**config.mk**
```make
export PLATFORM = sky130hd
export DESIGN_NAME = radio_chunk_deframer_top
export DESIGN_NICKNAME = d
export VERILOG_FILES = /design/src/design/rcd_pkg.sv /design/src/design/rcd_parser.sv /design/src/design/radio_chunk_deframer_top.sv
export SDC_FILE = /design/constraint.sdc
export NUM_CORES = 1
export LEC_CHECK = 0
export BUFFER_PORTS_ARGS = -buffer_cell sky130_fd_sc_hd__buf_2
export CORE_ASPECT_RATIO = 1.1
export CORE_MARGIN = 1
export CORE_UTILIZATION = 54
export DETAILED_ROUTE_END_ITERATION = 16
export HOLD_SLACK_MARGIN = 0.02
export PLACE_DENSITY = 0.79
export SYNTH_ARGS = -nofsm -noshare
export SYNTH_HDL_FRONTEND = slang
export SYNTH_SLANG_ARGS = --single-unit
```
**constraint.sdc**
```tcl
create_clock -name clk -period 6.7 [get_ports clk]
set_input_delay 0 -clock clk [delete_from_list [all_inputs] [get_ports clk]]
set_output_delay 0 -clock clk [all_outputs]
set_load 0.1 [all_outputs]
```
**src/design/rcd_pkg.sv**
```systemverilog
package rcd_pkg;

    localparam int unsigned HDR_BYTES   = 9;
    localparam int unsigned POS_W       = 9;
    localparam int unsigned CFG_IDX_W   = 8;
    localparam int unsigned OUT_TDATA_W = 64;

    localparam logic [CFG_IDX_W-1:0] REG_MAGIC_FIRST    = 8'd0;
    localparam logic [CFG_IDX_W-1:0] REG_MAGIC_SECOND   = 8'd1;
    localparam logic [CFG_IDX_W-1:0] REG_FORMAT_VERSION = 8'd2;
    localparam logic [CFG_IDX_W-1:0] REG_MAX_PAYLOAD    = 8'd3;

    localparam logic [7:0] MAX_PAYLOAD_RST = 8'hFF;

    typedef enum logic [2:0] {
        ST_OK         = 3'd0,
        ST_SHORT      = 3'd1,
        ST_BAD_MAGIC  = 3'd2,
        ST_OVER_LIMIT = 3'd3,
        ST_MISMATCH   = 3'd4
    } status_t;

    typedef struct packed {
        logic [7:0] magic_first;
        logic [7:0] magic_second;
        logic [7:0] format_version;
        logic [7:0] max_payload;
    } rcd_cfg_t;

    typedef struct packed {
        logic        payload_valid;
        logic [7:0]  payload_byte;
        logic        packet_done;
        status_t     status;
        logic [15:0] session_id;
        logic [15:0] sequence_number;
        logic [7:0]  payload_length;
        logic [7:0]  header_flags;
    } rcd_result_t;

endpackage

```
**src/design/rcd_parser.sv**
```systemverilog
module rcd_parser
(
    input  logic                clk,
    input  logic                rst_n,
    input  logic                in_fire,
    input  logic [7:0]          rx_byte,
    input  logic                final_byte,
    input  rcd_pkg::rcd_cfg_t   cfg,
    output logic                res_push,
    output rcd_pkg::rcd_result_t res
);
    import rcd_pkg::*;

    localparam logic [POS_W-1:0] POS_MAGIC0  = POS_W'(0);
    localparam logic [POS_W-1:0] POS_MAGIC1  = POS_W'(1);
    localparam logic [POS_W-1:0] POS_VERSION = POS_W'(2);
    localparam logic [POS_W-1:0] POS_SESS_LO = POS_W'(3);
    localparam logic [POS_W-1:0] POS_SESS_HI = POS_W'(4);
    localparam logic [POS_W-1:0] POS_SEQ_LO  = POS_W'(5);
    localparam logic [POS_W-1:0] POS_SEQ_HI  = POS_W'(6);
    localparam logic [POS_W-1:0] POS_LENGTH  = POS_W'(7);
    localparam logic [POS_W-1:0] POS_FLAGS   = POS_W'(8);
    localparam logic [POS_W-1:0] POS_SAT     = {POS_W{1'b1}};

    logic [POS_W-1:0] pos_reg, pos_next;
    logic [15:0]      session_reg, session_next;
    logic [15:0]      sequence_reg, sequence_next;
    logic [7:0]       length_reg, length_next;
    logic [7:0]       flags_reg, flags_next;
    status_t          err_reg, err_next;
    logic             pass;
    logic [POS_W:0]   count;
    logic [POS_W-1:0] pay_index;
    status_t          status;

    assign pay_index = pos_reg - POS_W'(HDR_BYTES);
    assign count     = {1'b0, pos_reg} + (POS_W+1)'(1);

    always_comb
    begin
        session_next  = session_reg;
        sequence_next = sequence_reg;
        length_next   = length_reg;
        flags_next    = flags_reg;
        err_next      = err_reg;
        pass          = 1'b0;
        case (pos_reg)
            POS_MAGIC0:
            begin
                if (rx_byte != cfg.magic_first && err_reg == ST_OK)
                    err_next = ST_BAD_MAGIC;
            end
            POS_MAGIC1:
            begin
                if (rx_byte != cfg.magic_second && err_reg == ST_OK)
                    err_next = ST_BAD_MAGIC;
            end
            POS_VERSION:
            begin
                if (rx_byte != cfg.format_version && err_reg == ST_OK)
                    err_next = ST_BAD_MAGIC;
            end
            POS_SESS_LO: session_next[7:0]   = rx_byte;
            POS_SESS_HI: session_next[15:8]  = rx_byte;
            POS_SEQ_LO:  sequence_next[7:0]  = rx_byte;
            POS_SEQ_HI:  sequence_next[15:8] = rx_byte;
            POS_LENGTH:
            begin
                length_next = rx_byte;
                if (rx_byte > cfg.max_payload && err_reg == ST_OK)
                    err_next = ST_OVER_LIMIT;
            end
            POS_FLAGS:   flags_next = rx_byte;
            default:
            begin
                pass = (err_reg == ST_OK) && (pay_index < {1'b0, length_reg});
            end
        endcase

        pos_next = (pos_reg == POS_SAT) ? POS_SAT : count[POS_W-1:0];
    end

    always_comb
    begin
        if (pos_reg < POS_FLAGS)
            status = ST_SHORT;
        else if (err_next != ST_OK)
            status = err_next;
        else if (count != (POS_W+1)'(HDR_BYTES) + {2'b00, length_next})
            status = ST_MISMATCH;
        else
            status = ST_OK;
    end

    always_comb
    begin
        res_push            = in_fire && (final_byte || pass);
        res.payload_valid   = pass;
        res.payload_byte    = pass ? rx_byte : 8'd0;
        res.packet_done     = final_byte;
        res.status          = final_byte ? status : ST_OK;
        res.session_id      = final_byte ? session_next : 16'd0;
        res.sequence_number = final_byte ? sequence_next : 16'd0;
        res.payload_length  = final_byte ? length_next : 8'd0;
        res.header_flags    = final_byte ? flags_next : 8'd0;
    end

    always_ff @(posedge clk or negedge rst_n)
    begin
        if (!rst_n)
        begin
            pos_reg      <= '0;
            session_reg  <= '0;
            sequence_reg <= '0;
            length_reg   <= '0;
            flags_reg    <= '0;
            err_reg      <= ST_OK;
        end
        else if (in_fire)
        begin
            if (final_byte)
            begin
                pos_reg      <= '0;
                session_reg  <= '0;
                sequence_reg <= '0;
                length_reg   <= '0;
                flags_reg    <= '0;
                err_reg      <= ST_OK;
            end
            else
            begin
                pos_reg      <= pos_next;
                session_reg  <= session_next;
                sequence_reg <= sequence_next;
                length_reg   <= length_next;
                flags_reg    <= flags_next;
                err_reg      <= err_next;
            end
        end
    end

endmodule

```
**src/design/radio_chunk_deframer_top.sv**
```systemverilog
// Each result is registered in the output register, or in the skid when the output stalls.
// Takes one byte per cycle while s_axis_tready is high; header parse and checks are a counter and compares.
// A two-entry output buffer (output register plus skid) keeps s_axis_tready registered.
// Reset (rst_n low, async): position, held header fields, error, buffers cleared;
// magic/version registers go to 0, max_payload to 255.
module radio_chunk_deframer_top
(
    input  logic                                clk,
    input  logic                                rst_n,
    input  logic                                s_axis_tvalid,
    output logic                                s_axis_tready,
    input  logic [7:0]                          s_axis_tdata,  // [7:0] rx_byte
    input  logic                                s_axis_tlast,  // final_byte
    output logic                                m_axis_tvalid,
    input  logic                                m_axis_tready,
    // [7:0] payload_byte, [10:8] status, [26:11] session_id,
    // [42:27] sequence_number, [50:43] payload_length, [58:51] header_flags
    output logic [rcd_pkg::OUT_TDATA_W-1:0]     m_axis_tdata,
    output logic                                m_axis_tlast,  // packet_done
    output logic                                m_axis_tuser,  // payload_valid
    input  logic                                cfg_valid,
    output logic                                cfg_ready,
    input  logic [rcd_pkg::CFG_IDX_W-1:0]       cfg_index,
    input  logic [7:0]                          cfg_data
);
    import rcd_pkg::*;

    rcd_cfg_t    cfg_reg;
    logic        in_fire;
    logic        res_push;
    rcd_result_t res;
    logic        out_valid_reg;
    rcd_result_t out_reg;
    logic        skid_valid_reg;
    rcd_result_t skid_reg;
    logic        out_free;

    assign cfg_ready     = 1'b1;
    assign s_axis_tready = !skid_valid_reg;
    assign in_fire       = s_axis_tvalid && s_axis_tready;
    assign out_free      = !out_valid_reg || m_axis_tready;

    always_ff @(posedge clk or negedge rst_n)
    begin
        if (!rst_n)
        begin
            cfg_reg.magic_first    <= '0;
            cfg_reg.magic_second   <= '0;
            cfg_reg.format_version <= '0;
            cfg_reg.max_payload    <= MAX_PAYLOAD_RST;
        end
        else if (cfg_valid)
        begin
            case (cfg_index)
                REG_MAGIC_FIRST:    cfg_reg.magic_first    <= cfg_data;
                REG_MAGIC_SECOND:   cfg_reg.magic_second   <= cfg_data;
                REG_FORMAT_VERSION: cfg_reg.format_version <= cfg_data;
                REG_MAX_PAYLOAD:    cfg_reg.max_payload    <= cfg_data;
                default:            ;
            endcase
        end
    end

    rcd_parser u_parser
    (
        .clk        (clk),
        .rst_n      (rst_n),
        .in_fire    (in_fire),
        .rx_byte    (s_axis_tdata),
        .final_byte (s_axis_tlast),
        .cfg        (cfg_reg),
        .res_push   (res_push),
        .res        (res)
    );

    always_ff @(posedge clk or negedge rst_n)
    begin
        if (!rst_n)
        begin
            out_valid_reg  <= 1'b0;
            skid_valid_reg <= 1'b0;
        end
        else if (out_free)
        begin
            if (skid_valid_reg)
            begin
                out_valid_reg  <= 1'b1;
                skid_valid_reg <= 1'b0;
            end
            else
            begin
                out_valid_reg <= res_push;
            end
        end
        else if (res_push)
        begin
            skid_valid_reg <= 1'b1;
        end
    end

    always_ff @(posedge clk)
    begin
        if (out_free)
        begin
            if (skid_valid_reg)
                out_reg <= skid_reg;
            else if (res_push)
                out_reg <= res;
        end
        else if (res_push)
        begin
            skid_reg <= res;
        end
    end

    assign m_axis_tvalid = out_valid_reg;
    assign m_axis_tuser  = out_reg.payload_valid;
    assign m_axis_tlast  = out_reg.packet_done;
    assign m_axis_tdata  = {5'd0, out_reg.header_flags, out_reg.payload_length,
                            out_reg.sequence_number, out_reg.session_id,
                            out_reg.status, out_reg.payload_byte};

endmodule

```
Word level (Yosys, flattened, before mapping)
Cells that the tools add are included.

Register bits: 216. Input port bits: 30. Output and inout port bits: 69. Word-level logic and storage cells: 108.

Muxes and demuxes: 33. Order comparisons: 3. Add/sub/neg operators: 3. Bitwise logic cells: 1. Equality and inequality tests: 16. Reduce and logical (&&, ||, !) cells: 24.

Operators by type and width (count): $mux 61 (2); $mux 8 (11); $mux 16 (4); $eq 9x3->1 const B (4); $mux 3 (9); $ne 8x8->1 (3); $eq 9x2->1 const B (2); $mux 9 (2); $eq 8x2->1 const B (2); $pmux 3 s4 (1); $reduce_and 2->1 (6); $add 9x1->10 const B (1); $ne 10x10->1 (1); $add 4x8->9 const A (1); $eq 9x1->1 const B (1); $eq 9x4->1 const B (1); $eq 9x9->1 const B (1); $logic_not 9->1 (1); $lt 9x4->1 const B (1); $lt 9x8->1 (1); $reduce_or 9->1 (1); $sub 9x4->9 const B (1); $eq 8x1->1 const B (1); $gt 8x8->1 (1); 9 further kinds (21).

Depth between registers and ports, before layout
Depth after elaboration: 10. Gate-level depth with buffers: 16.

Modules after synthesis
Synthesis repeated with hierarchy kept, for this count alone.

Cells, all modules: 905. Area total of the unflattened synthesis: 10590.2 µm².

By module, submodules not included: radio_chunk_deframer_top (area an instance 5800.6 µm², instances 1, seq. area each 4524.3 µm², cells an instance 281); rcd_parser (area an instance 4789.6 µm², instances 1, seq. area each 1501.4 µm², cells an instance 624).

Least setup slack after synthesis
No wires, ideal clock.

Path kind: register to register. Start point: reg u_parser.pos_reg[2]. End point: reg skid_reg[0] (netlist name), enable pin. Path slack: -628 ps. Clock period less this slack: 7328 ps. Data required time: 6145 ps. Data arrival time: 6773 ps. Stages on the path, launching flop included: 12. Path buffers: 3. Cell sequence: dfrtp_1 -> clkbuf_1 -> buf_1 -> o31a_1 -> nor4_1 -> xor2_1 -> ha_1 -> or4_1 -> nor2_1 -> clkbuf_1 -> a21oi_1 -> nor3_1.

Longest elaborated chain between the ends: 7.

RTL lines: start: declaration (RTL line rcd_parser.sv:25) `logic [POS_W-1:0] pos_reg, pos_next;`; start signal: assignment (RTL line rcd_parser.sv:132) `pos_reg <= pos_next;`; $sub 9x4->9 (RTL line rcd_parser.sv:36) `assign pay_index = pos_reg - POS_W'(HDR_BYTES);`; $lt 9x8->1 (RTL line rcd_parser.sv:76) `pass = (err_reg == ST_OK) && (pay_index < {1'b0, length_reg});`; $logic_and 1x1->1 (RTL line rcd_parser.sv:76); $mux 1 (*) (RTL line rcd_parser.sv:47) `case (pos_reg)`; $logic_or 1x1->1 (*) (RTL line rcd_parser.sv:97) `res_push = in_fire && (final_byte || pass);`; $logic_and 1x1->1 (*) (RTL line rcd_parser.sv:97); $reduce_and 2->1 (no line) (*); end signal: assignment (RTL line radio_chunk_deframer_top.sv:112) `skid_reg <= res;`; end: declaration (RTL line radio_chunk_deframer_top.sv:35) `rcd_result_t skid_reg;`.

Every way passes the cells marked *; elsewhere a longest branch is shown, timed or not. A chain may end at the register's enable or synchronous reset.

Final worst setup path
Start point: reg u_parser.pos_reg[0]. End point: reg skid_reg[31] (netlist name), enable pin.

Same word-level chain as after synthesis.

==> flow_metrics.tcl <==
set metrics [dict create \
    outcome "finished clean" \
    synth_cell_types 63 \
    fp.coreArea_um2 19400 \
    multiInputGateArea_um2 4380 \
    yosys.area_share.simple_pct 10.6 \
    start_kind "flip-flop" \
    postCtsHoldBufs 16 \
    post-synth-top-count-cell "edfxtp_1" \
    ys_ff_latch 216 \
    hold_path_class "input port to async pin" \
    synthArstFlopShare_pct 43.5 \
    yosysSeqAreaShare_pct 55.8 \
    first_pass_iters 5 \
    place.gp.congestion 0.883 \
    clockRootBuffer "clkbuf_16" \
    syn_area_per_cell_um2 11.8 \
    synth_enable_flop_cells 122 \
    cp.required_ns 6.85 \
    clk_latency_ns 0.52 \
    numCtsBuffers 23 \
    fin_nets 1039 \
    synth_xor_area_share_pct 3.65 \
    yosysWarnings 0 \
    leakage_uw 0.00504 \
    post_cts_buffers 0 \
    gr-total-overflow 0 \
    timing.fmax_mhz 206 \
    clk_pin_slew_ns 0.06 \
    critPathKind "flip-flop to flip-flop" \
    synth_compound_area_share_pct 10.6 \
    drc_errors 0 \
    p_clk_share_pct 32.5 \
    p_int_uw 2530 \
    grt_max_degree 65 \
    largest_reg_flops 61 \
    sequentialPowerShare_pct 45.6 \
    utilization_pct 63.1 \
    setup_viol 0 \
    port_buffers 92 \
    htreeDepth 1 \
    via_per_inst 5.82 \
    worst_pin_slew_ns 1.11 \
    finalSetupTns_ns 0 \
    ioPinCount 99 \
    netlist_area_um2 10800 \
    routed_wirelength_mm 23.2 \
    slew-limit-headroom_pct 25.0 \
    synth_area_leaders "edfxtp_1, dfrtp_1, mux2_2, xnor2_1, mux2i_1" \
    ys.flop_type "edfxtp_1" \
    synthTopCellsByCount "edfxtp_1, mux2_2, dfrtp_1" \
    fin_crit_sh_pct 72.5 \
    die_area_um2 20600 \
    grt_pass1_wl_mm 37.3 \
    peakVddDrop_uv 214 \
    rsz0062_at_grt "no" \
    n_antenna_cell 0 \
    clockBufferDepth 3 \
    cts_resized 0 \
    cp_max_fo 47 \
    fill_cells 1514 \
    die_w_um 137 \
    tritoncts "yes" \
    drive_gt1_share_pct 24.9 \
    synthCells 914 \
    cts.sinks 216 \
    power.density_nw_per_um2 305 \
    skew_ns 0.0273 \
    p_comb_share_pct 21.8 \
    antenna_found_initial 0 \
    initial_utilization_pct 55.8 \
    regArea_um2 6030 \
    hpwl_mm 15.0 \
    layout_min_cycle_time_ns 4.85 \
    maxCapViolCount 0 \
    end_kind "flip-flop" \
    vias 7283 \
    wire_per_inst_um 18.6 \
    num_rows 53 \
    die_height_um 150 \
    grt_pass1_vias 7049 \
    drtIter0Drc 593 \
    synth-adder-area-share_pct 2.55 \
    track_usage_pct 23.4 \
    area_delta_synth_final_pct 13.1 \
    synth_top_area_share_pct 33.9 \
    antenna_left 0 \
    power_switching_uw 1190 \
    synth_top_family_by_area "multiplexers" \
    hold_viol_final 0 \
    p_sw_share_pct 31.9 \
    synth.largest_area_cell "edfxtp_1" \
    drv_slew 0 \
    arrival_ns 5.00 \
    synth_mux_area_share_pct 12.8 \
]
==> worst paths after layout <==
kind                                                           from                              endpoint  slack [ns]  cells after the start
worst max-delay path                u_parser.pos_reg[0]$_DFFE_PN0P_                skid_reg[31]$_DFFE_PP_        1.85                     13
worst min-delay path                                          rst_n               cfg_reg[19]$_DFFE_PN0P_        0.03                      2
worst max register to register      u_parser.pos_reg[0]$_DFFE_PN0P_                skid_reg[31]$_DFFE_PP_        1.85                     13
worst min register to register  u_parser.session_reg[1]$_DFFE_PN0P_   u_parser.session_reg[1]$_DFFE_PN0P_        0.49                      2
max in group asynchronous                                     rst_n     u_parser.flags_reg[1]$_DFFE_PN0P_        5.54                      3
min in group clk                                    s_axis_tdata[0]  u_parser.sequence_reg[8]$_DFFE_PN0P_        0.03                      3
==> critical path, cell delays in order, from the launching register on <==
cell and delay, ns:
dfrtp_1 0.51, inv_1 0.13, ha_1 0.34, inv_1 0.06
ha_1 0.26, a21boi_0 0.13, o21a_1 0.19, o21a_1 0.16
o21ai_0 0.16, a21oi_1 0.09, o21ai_0 0.86, a21oi_1 0.27
nor3_4 0.66, buf_4 0.62
==> logic make-up (layout without fill, tap and decap cells) <==
logic type                 count (synthesis)  count (layout)
adders and majority gates                 22              22
buffers and inverters                     99             185
DFF                                      216             216
muxes                                    126             126
AOI/OAI and AO/OA                        177             177
other                                      2               6
xor gates and xnor gates                  45              45
and+or+nand+nor                          227             227
==> area by class of cell <==
| cell class | count | share of cell area [%] |
|---|---|---|
| Timing Repair Buffer | 114 | 5.47 |
| Clock buffer | 24 | 4.74 |
| Tap cell | 247 | 2.53 |
| Sequential cell | 216 | 49.3 |
| Multi-Input combinational cell | 603 | 35.9 |
| Clock inverter | 18 | 1.18 |
| Inverter | 29 | 0.891 |
==> power by group through the flow <==
stage | clock (µW) | sequential [µW] | combinational, µW
5_1_grt | 1280 | 1720 | 885
2_1_floorplan | 0 | 1940 | 417
3_3_place_gp | 0 | 1710 | 781
3_5_place_dp | 0 | 1720 | 804
6_report | 1210 | 1700 | 813
4_1_cts | 1220 | 1700 | 816
==> per-stage QoR <==
step | cell area [µm²] | hold WS [ns] | total power (µW) | setup slack (ns) | std cells
after floorplan | 10800 | -0.296 | 2360 | 1.26 | 918
after global placement | 11300 | 0.0218 | 2490 | 2.15 | 1193
after detailed placement | 11300 | 0.0275 | 2520 | 1.92 | 1193
after CTS | 12200 | 0.0324 | 3740 | 1.87 | 1251
after global routing | 12200 | 0.0668 | 3880 | 1.42 | 1251
final | 12200 | 0.0255 | 3720 | 1.85 | 1251
==> metal layers <==
layer	wire length, µm	vias to the layer above	track usage (%)
met5	0	-	0
met4	344	0	5.27
met3	1440	30	2.96
met2	11300	224	38.9
met1	10100	3583	32.8
li1	-	3446	-
==> placed cells by master, fill, tap and decap left out, types with 22 or more instances in the layout <==
cell type / Yosys / final
a22oi_1: 32 / 32
buf_2: 6 / 91
clkbuf_16: 0 / 23
dfrtp_1: 86 / 86
edfxtp_1: 122 / 122
ha_1: 22 / 22
inv_1: 28 / 28
mux2_2: 94 / 94
mux2i_1: 32 / 32
nand2_1: 80 / 78
nor2_1: 33 / 33
nor2b_1: 34 / 34
o21ai_0: 61 / 61
xnor2_1: 39 / 39
(Power assumes the default switching activity.)
